`src/rtl/tlrd_pkg.sv`:
```
`timescale 1ns / 1ps

package tlrd_pkg;

    localparam int IN_W     = 16;
    localparam int CFG_IDX_W = 3;
    localparam int CFG_DATA_W = 16;
    localparam int ALPHA_W  = 16;
    localparam int DZ_W     = 15;
    localparam int CNT_W    = 5;

    localparam int SQRT_STEPS = 24;
    localparam int DIV_STEPS  = 17;

    localparam logic [CFG_IDX_W-1:0] CFG_ALPHA    = 3'd0;
    localparam logic [CFG_IDX_W-1:0] CFG_DEADZONE = 3'd1;
    localparam logic [CFG_IDX_W-1:0] CFG_SWAP     = 3'd2;
    localparam logic [CFG_IDX_W-1:0] CFG_NEG_X    = 3'd3;
    localparam logic [CFG_IDX_W-1:0] CFG_NEG_Y    = 3'd4;

    localparam logic [ALPHA_W-1:0] ALPHA_RESET = 16'd13107;
    localparam logic [DZ_W-1:0]    DZ_RESET    = 15'd205;

    typedef struct packed {
        logic load_in;
        logic diff;
        logic mul;
        logic upd;
        logic map;
        logic sq;
        logic sum;
        logic sqrt_step;
        logic keep;
        logic num;
        logic div_init;
        logic div_step;
        logic out_load;
    } tlrd_cmd_t;

    typedef struct packed {
        logic zero;
        logic out_free;
    } tlrd_sts_t;

endpackage

```
`src/rtl/tlrd_ctrl.sv`:
```
`timescale 1ns / 1ps

module tlrd_ctrl import tlrd_pkg::*; (
    input  logic      aclk,
    input  logic      aresetn,
    input  logic      s_valid,
    output logic      s_ready,
    input  tlrd_sts_t sts,
    output tlrd_cmd_t cmd
);

    localparam logic [3:0] ST_IDLE  = 4'd0;
    localparam logic [3:0] ST_DIFF  = 4'd1;
    localparam logic [3:0] ST_MUL   = 4'd2;
    localparam logic [3:0] ST_UPD   = 4'd3;
    localparam logic [3:0] ST_MAP   = 4'd4;
    localparam logic [3:0] ST_SQ    = 4'd5;
    localparam logic [3:0] ST_SUM   = 4'd6;
    localparam logic [3:0] ST_SQRT  = 4'd7;
    localparam logic [3:0] ST_KEEP  = 4'd8;
    localparam logic [3:0] ST_NUM   = 4'd9;
    localparam logic [3:0] ST_DINIT = 4'd10;
    localparam logic [3:0] ST_DIV   = 4'd11;
    localparam logic [3:0] ST_OUT   = 4'd12;

    logic [3:0]       state_reg, state_next;
    logic [CNT_W-1:0] cnt_reg, cnt_next;

    assign s_ready = aresetn && (state_reg == ST_IDLE);

    always_comb begin
        state_next = state_reg;
        cnt_next   = cnt_reg;
        cmd        = '0;
        case (state_reg)
            ST_IDLE: begin
                if (s_valid) begin
                    cmd.load_in = 1'b1;
                    state_next  = ST_DIFF;
                end
            end
            ST_DIFF: begin
                cmd.diff   = 1'b1;
                state_next = ST_MUL;
            end
            ST_MUL: begin
                cmd.mul    = 1'b1;
                state_next = ST_UPD;
            end
            ST_UPD: begin
                cmd.upd    = 1'b1;
                state_next = ST_MAP;
            end
            ST_MAP: begin
                cmd.map    = 1'b1;
                state_next = ST_SQ;
            end
            ST_SQ: begin
                cmd.sq     = 1'b1;
                state_next = ST_SUM;
            end
            ST_SUM: begin
                cmd.sum    = 1'b1;
                cnt_next   = '0;
                state_next = ST_SQRT;
            end
            ST_SQRT: begin
                if (sts.zero) begin
                    state_next = ST_OUT;
                end else begin
                    cmd.sqrt_step = 1'b1;
                    if (cnt_reg == CNT_W'(SQRT_STEPS - 1)) begin
                        cnt_next   = '0;
                        state_next = ST_KEEP;
                    end else begin
                        cnt_next = cnt_reg + 1'b1;
                    end
                end
            end
            ST_KEEP: begin
                cmd.keep   = 1'b1;
                state_next = ST_NUM;
            end
            ST_NUM: begin
                cmd.num    = 1'b1;
                state_next = ST_DINIT;
            end
            ST_DINIT: begin
                cmd.div_init = 1'b1;
                cnt_next     = '0;
                state_next   = ST_DIV;
            end
            ST_DIV: begin
                cmd.div_step = 1'b1;
                if (cnt_reg == CNT_W'(DIV_STEPS - 1)) begin
                    cnt_next   = '0;
                    state_next = ST_OUT;
                end else begin
                    cnt_next = cnt_reg + 1'b1;
                end
            end
            ST_OUT: begin
                if (sts.out_free) begin
                    cmd.out_load = 1'b1;
                    state_next   = ST_IDLE;
                end
            end
            default: begin
                state_next = ST_IDLE;
            end
        endcase
    end

    always_ff @(posedge aclk) begin
        if (!aresetn) begin
            state_reg <= ST_IDLE;
            cnt_reg   <= '0;
        end else begin
            state_reg <= state_next;
            cnt_reg   <= cnt_next;
        end
    end

endmodule

```
`config.mk`:
```
export PLATFORM = sky130hd
export DESIGN_NAME = tlrd_ctrl
export DESIGN_NICKNAME = d
export VERILOG_FILES = /design/src/rtl/tlrd_pkg.sv /design/src/rtl/tlrd_ctrl.sv
export SDC_FILE = /design/constraint.sdc
export NUM_CORES = 1
export LEC_CHECK = 0
export BUFFER_PORTS_ARGS = -buffer_cell sky130_fd_sc_hd__buf_2
export CAP_MARGIN = 40
export CELL_PAD_IN_SITES_DETAIL_PLACEMENT = 0
export CELL_PAD_IN_SITES_GLOBAL_PLACEMENT = 1
export CORE_UTILIZATION = 30
export DETAILED_ROUTE_END_ITERATION = 16
export PLACE_DENSITY_LB_ADDON = 0.1
export SYNTH_ARGS = -nofsm -noshare
export SYNTH_HDL_FRONTEND = slang
export SYNTH_SLANG_ARGS = --single-unit
export TNS_END_PERCENT = 10
```
`constraint.sdc`:
```
create_clock -name aclk -period 2.1 [get_ports aclk]
set_input_delay 0.42 -clock aclk [delete_from_list [all_inputs] [get_ports aclk]]
set_output_delay 0.42 -clock aclk [all_outputs]
set_load 0.005 [all_outputs]
```
* Word-level counts from Yosys, hierarchy flattened
Index checks and enable logic that the tools add are counted.
Storage, ports and cells: register bits after elaboration 9, input bits 5, logic and storage cells 54
Cells by class: add/subtract/negate cells 1, equality and inequality tests 19, muxes and demuxes 26, reduce and logical (&&, ||, !) cells 6
Operators with widths (count):
- 4-bit one-hot mux with 13 select lines | 1
- 4-bit equality test (second input constant) | 5
- 4-bit 2-to-1 mux | 5
- 4-bit by 3-bit equality test with 1-bit output (second input constant) | 4
- 1-bit 2-to-1 mux | 16
- 5-bit 2-to-1 mux | 3
- 5-bit one-hot mux with 3 select lines | 1
- 5-bit equality test (second input constant) | 2
- 4-bit by 2-bit equality test with 1-bit output (second input constant) | 2
- 2-bit != test (second input constant) | 4
- 5-bit by 1-bit adder with 5-bit output (second input constant) | 1
- 4-bit by 1-bit equality test with 1-bit output (second input constant) | 1
- 4-bit zero test | 1
- 4-bit AND reduction | 1
- 3-bit != test (second input constant) | 1
- 3-bit nonzero test | 1
- 2-bit AND reduction | 1
- 2-bit OR reduction | 1
- 1-bit logical AND | 1

* Longest topological paths before layout
Gate-level depths: netlist (run 1).
depth in word-level cells 4, depth in mapped cells 6

* Least setup slack after synthesis (run 1)
OpenSTA, ideal clock, no wires.
kind register to register, start register cnt_reg[0], end register state_reg[2], library setup time 119 ps, arrival 1419 ps, data required time 1981 ps, path slack 563 ps, cell stages (with the launch flop) 7, period minus slack after synthesis 1537 ps, path through dfxtp_1 inv_1 ha_1 nor4bb_1 nor3_1 a211oi_1 o221a_1
On the way: longest elaborated chain between the ends 3, elaborated cells on any way between the ends 5, those cells by class eq/ne: 4; reduce/logical: 1
RTL lines:
- from (decl) | line tlrd_ctrl.sv:27 | logic [CNT_W-1:0] cnt_reg, cnt_next;
- from (signal assigned) | line tlrd_ctrl.sv:120 | cnt_reg <= cnt_next;
- 5-bit equality test, on equally long branches | line tlrd_ctrl.sv:72, tlrd_ctrl.sv:95
- 3-bit != test (no line) / 2-bit != test (equally long branches)
- 4-bit AND reduction (no line) (*)
- to (signal assigned) | line tlrd_ctrl.sv:119 | state_reg <= state_next;
- to (decl) | line tlrd_ctrl.sv:26 | logic [3:0] state_reg, state_next;
Mark *: on every way between the ends. The rest lies on a longest branch, timed or not. A chain may end at the register's enable or synchronous reset.

==> impl_metrics.toml, run 1 <==
[sta]
final.min_clock_period_ps = 1868
worstMarginPinSlew_ps = 590.1
setup_viol = 0
hold_viol = 0
slew_headroom_pct = 60.42
highest_clock_rate_mhz = 535.2
fin_skew_ps = 5.320
grt_setup_unrepaired = "no"
final-max-slew-violation-count = 0
final_min_period_over_clock_period_pct = 88.97
setup_slack_ps = 231.6
setup_tns_ps = 0

[logic_synthesis]
netlist.area_leader.share_pct = 25.04
synth_enable_flop_cells = 0
asyncSetResetFlopFracSynth_pct = 0
avgSynthCellArea_um2 = 7.654
synth_area_leaders = "dfxtp_1 25%, nor3_1 4.9%, nor2_1 4.7%, nand2b_1 4.3%, a211oi_1 4.2%"
yosysTopAreaCell = "dfxtp_1"
synthCells = 94
synth-seq-area-share_pct = 25.04
synth_nets = 101
synth_seq_cells = 9
mappedNetlistArea_um2 = 719.4
yosysUniqueCellTypes = 35
synth_ff_type = "dfxtp_1"
yosys_warnings = 0

[routing]
detail_route.wl_per_cell_um = 12.95
residual_antenna_violating_net_count_after_detailed_routing = 0
post_drt_via_cell_ratio = 5.486
vias = 779
detail_route.wirelength_mm = 1.839
detail_route.drc_violations = 0
drt-initial-drc-count = 13
dr.pass1.iters = 4

[floorplan]
design.die.area_mm2 = 0.002598
io_pins = 19
core_outline_area_mm2 = 0.002233
rows = 17
fp.dieW_um = 50.97
initial_core_util_pct = 32.21
die_h_um = 50.97

[setup_path]
r2r-start = "cnt_reg[0]"
reg2reg_depth = 6
regToRegSetupSlack_ps = 280
worst_setup_path_start_kind = "flop"
cp_cell_sequence = "buf_4, nand2b_1, nor3_1, buf_2"
r2r-end = "state_reg[2]"
critPathMaxStageDelay_ps = 500
worst-setup-path-type = "flop to output port"
critPathRequiredTime_ps = 1680
cp_endpoint_kind = "output port"
timing.critical_path.slowest_stage_cell = "dfxtp_1"
crit_fanout = 9
worstPathArrival_ps = 1450

[worst_hold_path]
worst_hold_path.num_cells = 2
worstHoldPathType = "input port to flop"
timing.hold.worst.start = "aresetn"
holdPathEnd = "state_reg[2]"

[global_route]
globalRouteOverflowTotal = 0
maximum_number_of_pins_on_one_net_before_global_route_repair = 15
gr-usage-all-layers_pct = 15.59
grt_first_pass_wirelength_mm = 3.049
first_global_vias = 685
antenna_found_initial = 0

[layout]
final_net_count = 122
num_antenna_cells = 0
largest_reg_flops = 5
post_route_cells_drive_above_1_share_pct = 26.32
area_delta_synth_final_pct = 20.52

[power_and_ir_drop]
pwr_total_mw = 0.5355
leakagePower_nw = 0.3559
power_density_mw_per_mm2 = 617.6
vdd_drop_max_uv = 254.2

[run]
cap_violations = 0

[clocking]
ctsHoldBuffers = 0
cts.sink_count = 9
ctsResizeCount = 0
cts-buffers-inserted = 3
cts_tree = "done"
cts.htree.levels = 1
postCtsSetupRepairBufs = 0
clock_root_buffer_master = "clkbuf_4"
clock_latency_at_the_later_pin_of_the_worst_skew_pair_ps = 270
max-clock-path-buffers = 2
clock_pin_slew_on_the_worst_setup_and_hold_paths_ps = 60

[outcome]
outcome = "finished, final reports clean"

[place]
pre_cts_slack_ps = 298.1
port_buffers = 18
place_congestion = 0.7145
hpwl_mm = 1.361
==> metrics by stage <==
stage | cell area [µm²] | instances | hold WS [ps] | utilization, %
after global placement | 840.8 | 138 | 503.1 | 37.65
after detailed placement | 840.8 | 138 | 510.3 | 37.65
after CTS | 867.1 | 142 | 454.3 | 38.82
after floorplan | 719.4 | 94 | 470.3 | -
after global routing | 867.1 | 142 | 465.3 | 38.82
final | 867.1 | 142 | 457.8 | 38.82
==> cells by family after synthesis <==
group	Yosys count	share of synthesized area, %
AO/OA/AOI/OAI	25	27.13
buffers and inverters	12	7.826
AND/OR/NAND/NOR	46	36.52
flip-flops	9	25.04
adder cells (fa/ha/maj)	2	3.478
==> layout by cell type, fill, tap and decap left out <==
cell type / synthesis / routed
nor4bb_1: 1 / 1
or3_1: 4 / 4
inv_1: 6 / 6
nor3b_1: 1 / 1
nand2b_1: 5 / 5
buf_4: 1 / 4
a211oi_2: 2 / 2
buf_2: 0 / 18
clkbuf_1: 4 / 1
a32o_1: 1 / 1
o221a_1: 1 / 1
and2b_1: 1 / 1
nor2b_1: 2 / 2
nor2_1: 9 / 9
nand3_1: 2 / 2
a21oi_1: 2 / 2
clkbuf_4: 0 / 3
o211ai_1: 2 / 2
dfxtp_1: 9 / 9
nand3b_1: 1 / 1
ha_1: 2 / 2
a21o_1: 1 / 1
o21ai_1: 1 / 1
o31ai_1: 2 / 2
a21oi_2: 1 / 1
o21ai_0: 5 / 5
a2111oi_2: 1 / 1
nand4b_1: 3 / 3
a211oi_1: 4 / 4
o2111ai_1: 1 / 1
nand2_1: 5 / 5
nor3_1: 7 / 7
or4_4: 1 / 1
or4_1: 1 / 1
and3_1: 3 / 3
a311oi_1: 1 / 1
==> worst max-delay path: cells and delay by family (launching register included) <==
kind,cells,cell delay [ps]
flops,1,500
buf+inv,2,370
simple gates,2,320
==> cell type report <==
class	count	area, µm²
Fill cell	259	1366
Clock buffer	4	26.28
Tap cell	28	35.03
Sequential cell	9	180.2
Multi-Input combinational cell	73	483.0
Inverter	6	22.52
Timing Repair Buffer	22	120.1
==> power by group <==
| part | leakage, nW | internal, mW | switching (mW) |
|---|---|---|---|
| clock | 0.0150 | 0.0737 | 0.0707 |
| combinational | 0.268 | 0.0753 | 0.0976 |
| sequential | 0.0733 | 0.183 | 0.0348 |
==> cell usage after synthesis (2+ instances only) <==
library cell  number
clkbuf_1           4
a211oi_2           2
ha_1               2
o211ai_1           2
nor2_1             9
nor3_1             7
and3_1             3
nand4b_1           3
o31ai_1            2
dfxtp_1            9
a21oi_1            2
nor2b_1            2
or3_1              4
inv_1              6
nand2b_1           5
nand2_1            5
nand3_1            2
o21ai_0            5
a211oi_1           4
==> worst max path at each step <==
stage	startpoint	cells past startpoint	endpoint
6_report	state_reg[1]	4	cmd[10]
5_1_grt	state_reg[3]	4	cnt_reg[4]
4_1_cts	state_reg[1]	4	cmd[10]
3_5_place_dp	cnt_reg[0]	7	cnt_reg[4]
3_3_place_gp	cnt_reg[0]	7	cnt_reg[4]
2_1_floorplan	cnt_reg[0]	6	state_reg[2]
==> layer usage <==
metal	track usage [%]	vias up	share of wire [%]
li1	-	393	-
met1	20.71	354	50
met2	23.90	25	42
met5	0	-	0
met4	9.259	0	2.7
met3	1.786	7	4.9
Power figures use the tool's default switching activity.
==> run 2: changes to the inputs <==
--- a/config.mk
+++ b/config.mk
@@ -5,7 +5,7 @@
 export SDC_FILE = /design/constraint.sdc
 export NUM_CORES = 1
 export LEC_CHECK = 0
-export BUFFER_PORTS_ARGS = -buffer_cell sky130_fd_sc_hd__buf_2
+export BUFFER_PORTS_ARGS = -buffer_cell sky130_fd_sc_hd__buf_4
 export CAP_MARGIN = 40
 export CELL_PAD_IN_SITES_DETAIL_PLACEMENT = 0
 export CELL_PAD_IN_SITES_GLOBAL_PLACEMENT = 1
==> impl_metrics.toml, run 2 (synthesis gave the netlist of run 1 again) <==
[floorplan]
io_pins = 19
rows = 17
core_outline_area_mm2 = 0.002233
fp.dieW_um = 50.97
initial_core_util_pct = 32.21
design.die.area_mm2 = 0.002598
die_h_um = 50.97

[power_and_ir_drop]
intPower_mw = 0.3446
leakagePower_nw = 0.3600
switching_share_pct = 36.59
pwr_total_mw = 0.5435
p_seq_share_pct = 40.7
power_density_mw_per_mm2 = 595.9
pwr-share-clk_pct = 25.0
vdd_drop_max_uv = 386.1
combPwrFrac_pct = 34.3
power_switching_mw = 0.1989

[clocking]
clock_pin_slew_on_the_worst_setup_and_hold_paths_ps = 60
ctsHoldBuffers = 0
cts-buffers-inserted = 3
clock_latency_at_the_later_pin_of_the_worst_skew_pair_ps = 260
cts_tree = "done"
max-clock-path-buffers = 2
postCtsSetupRepairBufs = 0
cts.sink_count = 9
ctsResizeCount = 0
clock_root_buffer_master = "clkbuf_4"
cts.htree.levels = 1

[setup_path]
critical_path_cell_count = 4
worst_setup_path_start_kind = "flop"
critPathMaxStageDelay_ps = 570
cp_cell_sequence = "inv_1, nand2_1, nor3_1, buf_4"
regToRegSetupSlack_ps = 290
cp_endpoint_kind = "output port"
reg2reg_depth = 6
crit_fanout = 11
critPathRequiredTime_ps = 1680
worst-setup-path-type = "flop to output port"
critPathBufInv = 2
cpLargestDelayFamily = "flip-flops"
worstPathArrival_ps = 1480
timing.critical_path.slowest_stage_cell = "dfxtp_1"

[routing]
vias = 768
post_drt_via_cell_ratio = 5.408
detail_route.wl_per_cell_um = 13.29
residual_antenna_violating_net_count_after_detailed_routing = 0
detail_route.drc_violations = 0
dr.pass1.iters = 4
drt-initial-drc-count = 13
detail_route.wirelength_mm = 1.887

[layout]
stdcell_count = 142
post_route_cells_drive_above_1_share_pct = 26.32
final_design_utilization_pct = 40.84
num_antenna_cells = 0
largest_reg_flops = 5
fin_area_um2 = 912.1
final_net_count = 122
final_common_cell = "buf_4"
most-common-layout-cells = "22 x buf_4, 9 x nor2_1, 9 x dfxtp_1, 7 x nor3_1, 6 x inv_1"
area_delta_synth_final_pct = 26.78

[global_route]
gr-usage-all-layers_pct = 16.24
first_global_vias = 706
antenna_found_initial = 0
maximum_number_of_pins_on_one_net_before_global_route_repair = 15
globalRouteOverflowTotal = 0
grt_first_pass_wirelength_mm = 3.194

[place]
dp.cells = 138
pre_cts_slack_ps = 333.1
place_congestion = 0.7120
hpwl_mm = 1.378
placedInstanceArea_um2 = 885.9
port_buffers = 18

[sta]
setup_tns_ps = 0
final.min_clock_period_ps = 1900
final-max-slew-violation-count = 0
setup_viol = 0
worstMarginPinSlew_ps = 632.1
highest_clock_rate_mhz = 526.4
fin_skew_ps = 4.167
slew_headroom_pct = 57.61
final_min_period_over_clock_period_pct = 90.47
setup_slack_ps = 200.1
finalHoldWorstSlack_ps = 452.7
hold_viol = 0
grt_setup_unrepaired = "no"

[run]
cap_violations = 0

[worst_hold_path]
worst_hold_path.num_cells = 2
worstHoldPathType = "input port to flop"

[outcome]
outcome = "finished, final reports clean"
[run 2: path summary, 6_finish.rpt]
kind,startpoint,endpoint
setup / recovery,state_reg[1],cmd[8]
hold / removal,aresetn,state_reg[2]
setup reg to reg,cnt_reg[0],state_reg[2]
hold reg to reg,cnt_reg[4],cnt_reg[4]
[run 2: area by class of cell]
cell class,instances,area [µm²]
fill,241,1321
multi-input combinational,73,483.0
sequential,9,180.2
timing repair buffer,22,165.2
tap,28,35.03
clock buffer,4,26.28
inverter,6,22.52
[run 2: layer usage]
metal  share of wire (%)  GRT usage, %
met1                  51         21.90
met2                  43         25.22
met3                 5.0         2.679
met4                0.79         6.944
met5                   0             0
[run 2: power groups by stage]
stage                     clock network [mW]  registers, mW  logic [mW]
final                                  0.136          0.221       0.186
after global routing                   0.150          0.226       0.210
after CTS                              0.139          0.220       0.188
after detailed placement                   0          0.225       0.186
after global placement                     0          0.224       0.186
after floorplan                            0          0.201       0.139
==> run 3: changes to the inputs <==
==> constraint.sdc (replaced) <==
create_clock -name aclk -period 1.75 [get_ports aclk]
set_input_delay 0.35 -clock aclk [delete_from_list [all_inputs] [get_ports aclk]]
set_output_delay 0.35 -clock aclk [all_outputs]
set_load 0.005 [all_outputs]
==> impl_metrics.toml, run 3 (synthesis gave the netlist of run 1 again) <==
[routing]
dr.pass1.iters = 4
post_drt_via_cell_ratio = 5.268
drt-initial-drc-count = 16
vias = 806
detail_route.wirelength_mm = 1.943
detail_route.drc_violations = 0
detail_route.wl_per_cell_um = 12.70
residual_antenna_violating_net_count_after_detailed_routing = 0

[sta]
fin_skew_ps = 2.994
grt_setup_unrepaired = "yes"
highest_clock_rate_mhz = 601.9
final.min_clock_period_ps = 1661
slew_headroom_pct = 74.54
final_min_period_over_clock_period_pct = 94.94
worstMarginPinSlew_ps = 381.9
setup_viol = 0
final-max-slew-violation-count = 0
hold_viol = 0
finalHoldWorstSlack_ps = 372.9

[global_route]
globalRouteOverflowTotal = 0
gr-usage-all-layers_pct = 17.68
antenna_found_initial = 0
maximum_number_of_pins_on_one_net_before_global_route_repair = 11
first_global_vias = 754
grt_first_pass_wirelength_mm = 3.422

[clocking]
clock_root_buffer_master = "clkbuf_4"
cts.htree.levels = 1
clock_latency_at_the_later_pin_of_the_worst_skew_pair_ps = 270
cts_tree = "done"
cts.sink_count = 9
ctsHoldBuffers = 0
postCtsSetupRepairBufs = 0
clock_pin_slew_on_the_worst_setup_and_hold_paths_ps = 60
cts-buffers-inserted = 3
max-clock-path-buffers = 2

[outcome]
outcome = "finished, final reports clean"

[power_and_ir_drop]
intPower_mw = 0.4609
switching_share_pct = 36.02
power_switching_mw = 0.2595
power_density_mw_per_mm2 = 703.9
leakagePower_nw = 0.4117
combPwrFrac_pct = 40.7
pwr-share-clk_pct = 23.4
vdd_drop_max_uv = 413.2
p_seq_share_pct = 35.9

[layout]
final_design_utilization_pct = 45.83
area_delta_synth_final_pct = 42.26
num_antenna_cells = 0
fin_area_mm2 = 0.001023
final_common_cell = "buf_4"
most-common-layout-cells = "33 x buf_4, 8 x nor2_1, 7 x nor3_1"
num-fill-cells = 243
largest_reg_flops = 5
final_net_count = 133
post_route_cells_drive_above_1_share_pct = 38.40

[place]
placedInstanceArea_um2 = 968.4
hpwl_mm = 1.481
place_congestion = 0.7920
port_buffers = 18

[floorplan]
design.die.area_mm2 = 0.002598
fp.dieW_um = 50.97
core_outline_area_mm2 = 0.002233
die_h_um = 50.97
rows = 17
io_pins = 19
initial_core_util_pct = 32.21

[setup_path]
worstPathArrival_ps = 1310
worst-setup-path-type = "flop to output port"
critPathRequiredTime_ps = 1400
worst_setup_path_start_kind = "flop"
crit_fanout = 8
regToRegSetupSlack_ps = 160
cp_endpoint_kind = "output port"

[run]
cap_violations = 0

[worst_hold_path]
worstHoldPathType = "input port to flop"
[run 3: critical path: stages (launching register included)]
cell,delay (ps)
dfxtp_4,380
buf_4,150
nand2_1,70
buf_4,140
nor3_1,150
buf_4,140
[run 3: layout make-up]
cell class              count  area [µm²]  share of cell area (%)
clock buffers               4       26.28                   2.567
flip-flops and latches      9       187.7                   18.34
inverters                   6       26.28                   2.567
multi-input cells          73       500.5                   48.90
well taps                  28       35.03                   3.423
repair buffers             33       247.7                   24.21
[run 3: what timing repair did]
item / in CTS / in global routing
gates resized for setup: 4 / 5
pin swaps: 0 / 1
setup endpoints to repair: 6 / 11
gates cloned: 0 / 0
[run 3: metal layers]
| layer | global-route usage [%] | share of wire (%) |
|---|---|---|
| met1 | 24.64 | 53 |
| met2 | 26.32 | 41 |
| met3 | 1.786 | 3.7 |
| met4 | 9.722 | 2.4 |
| met5 | 0 | 0 |
[run 3: power groups by stage]
stage | logic, mW | registers (mW) | clock network (mW)
final | 0.293 | 0.259 | 0.169
after global placement | 0.288 | 0.257 | 0
after floorplan | 0.167 | 0.241 | 0
after detailed placement | 0.287 | 0.258 | 0
after CTS | 0.293 | 0.255 | 0.177
after global routing | 0.329 | 0.263 | 0.181
[run 3: path summary, 6_finish.rpt]
check,to,cells after the start,startpoint
worst min-delay path,state_reg[2],2,aresetn
worst max register to register,cnt_reg[0],4,state_reg[1]
worst min register to register,cnt_reg[4],2,cnt_reg[4]
worst max-delay path,cmd[3],5,state_reg[3]
[run 3: stage by stage]
stage          total power [mW]  TNS [ps]  setup WS, ps  cells
2_1_floorplan            0.4081         0         212.7     94
3_3_place_gp             0.5456         0         54.24    149
3_5_place_dp             0.5444    -9.214        -9.214    149
4_1_cts                  0.7248         0         33.03    153
5_1_grt                  0.7724    -12.21        -12.21    153
6_report                 0.7204         0         88.62    153
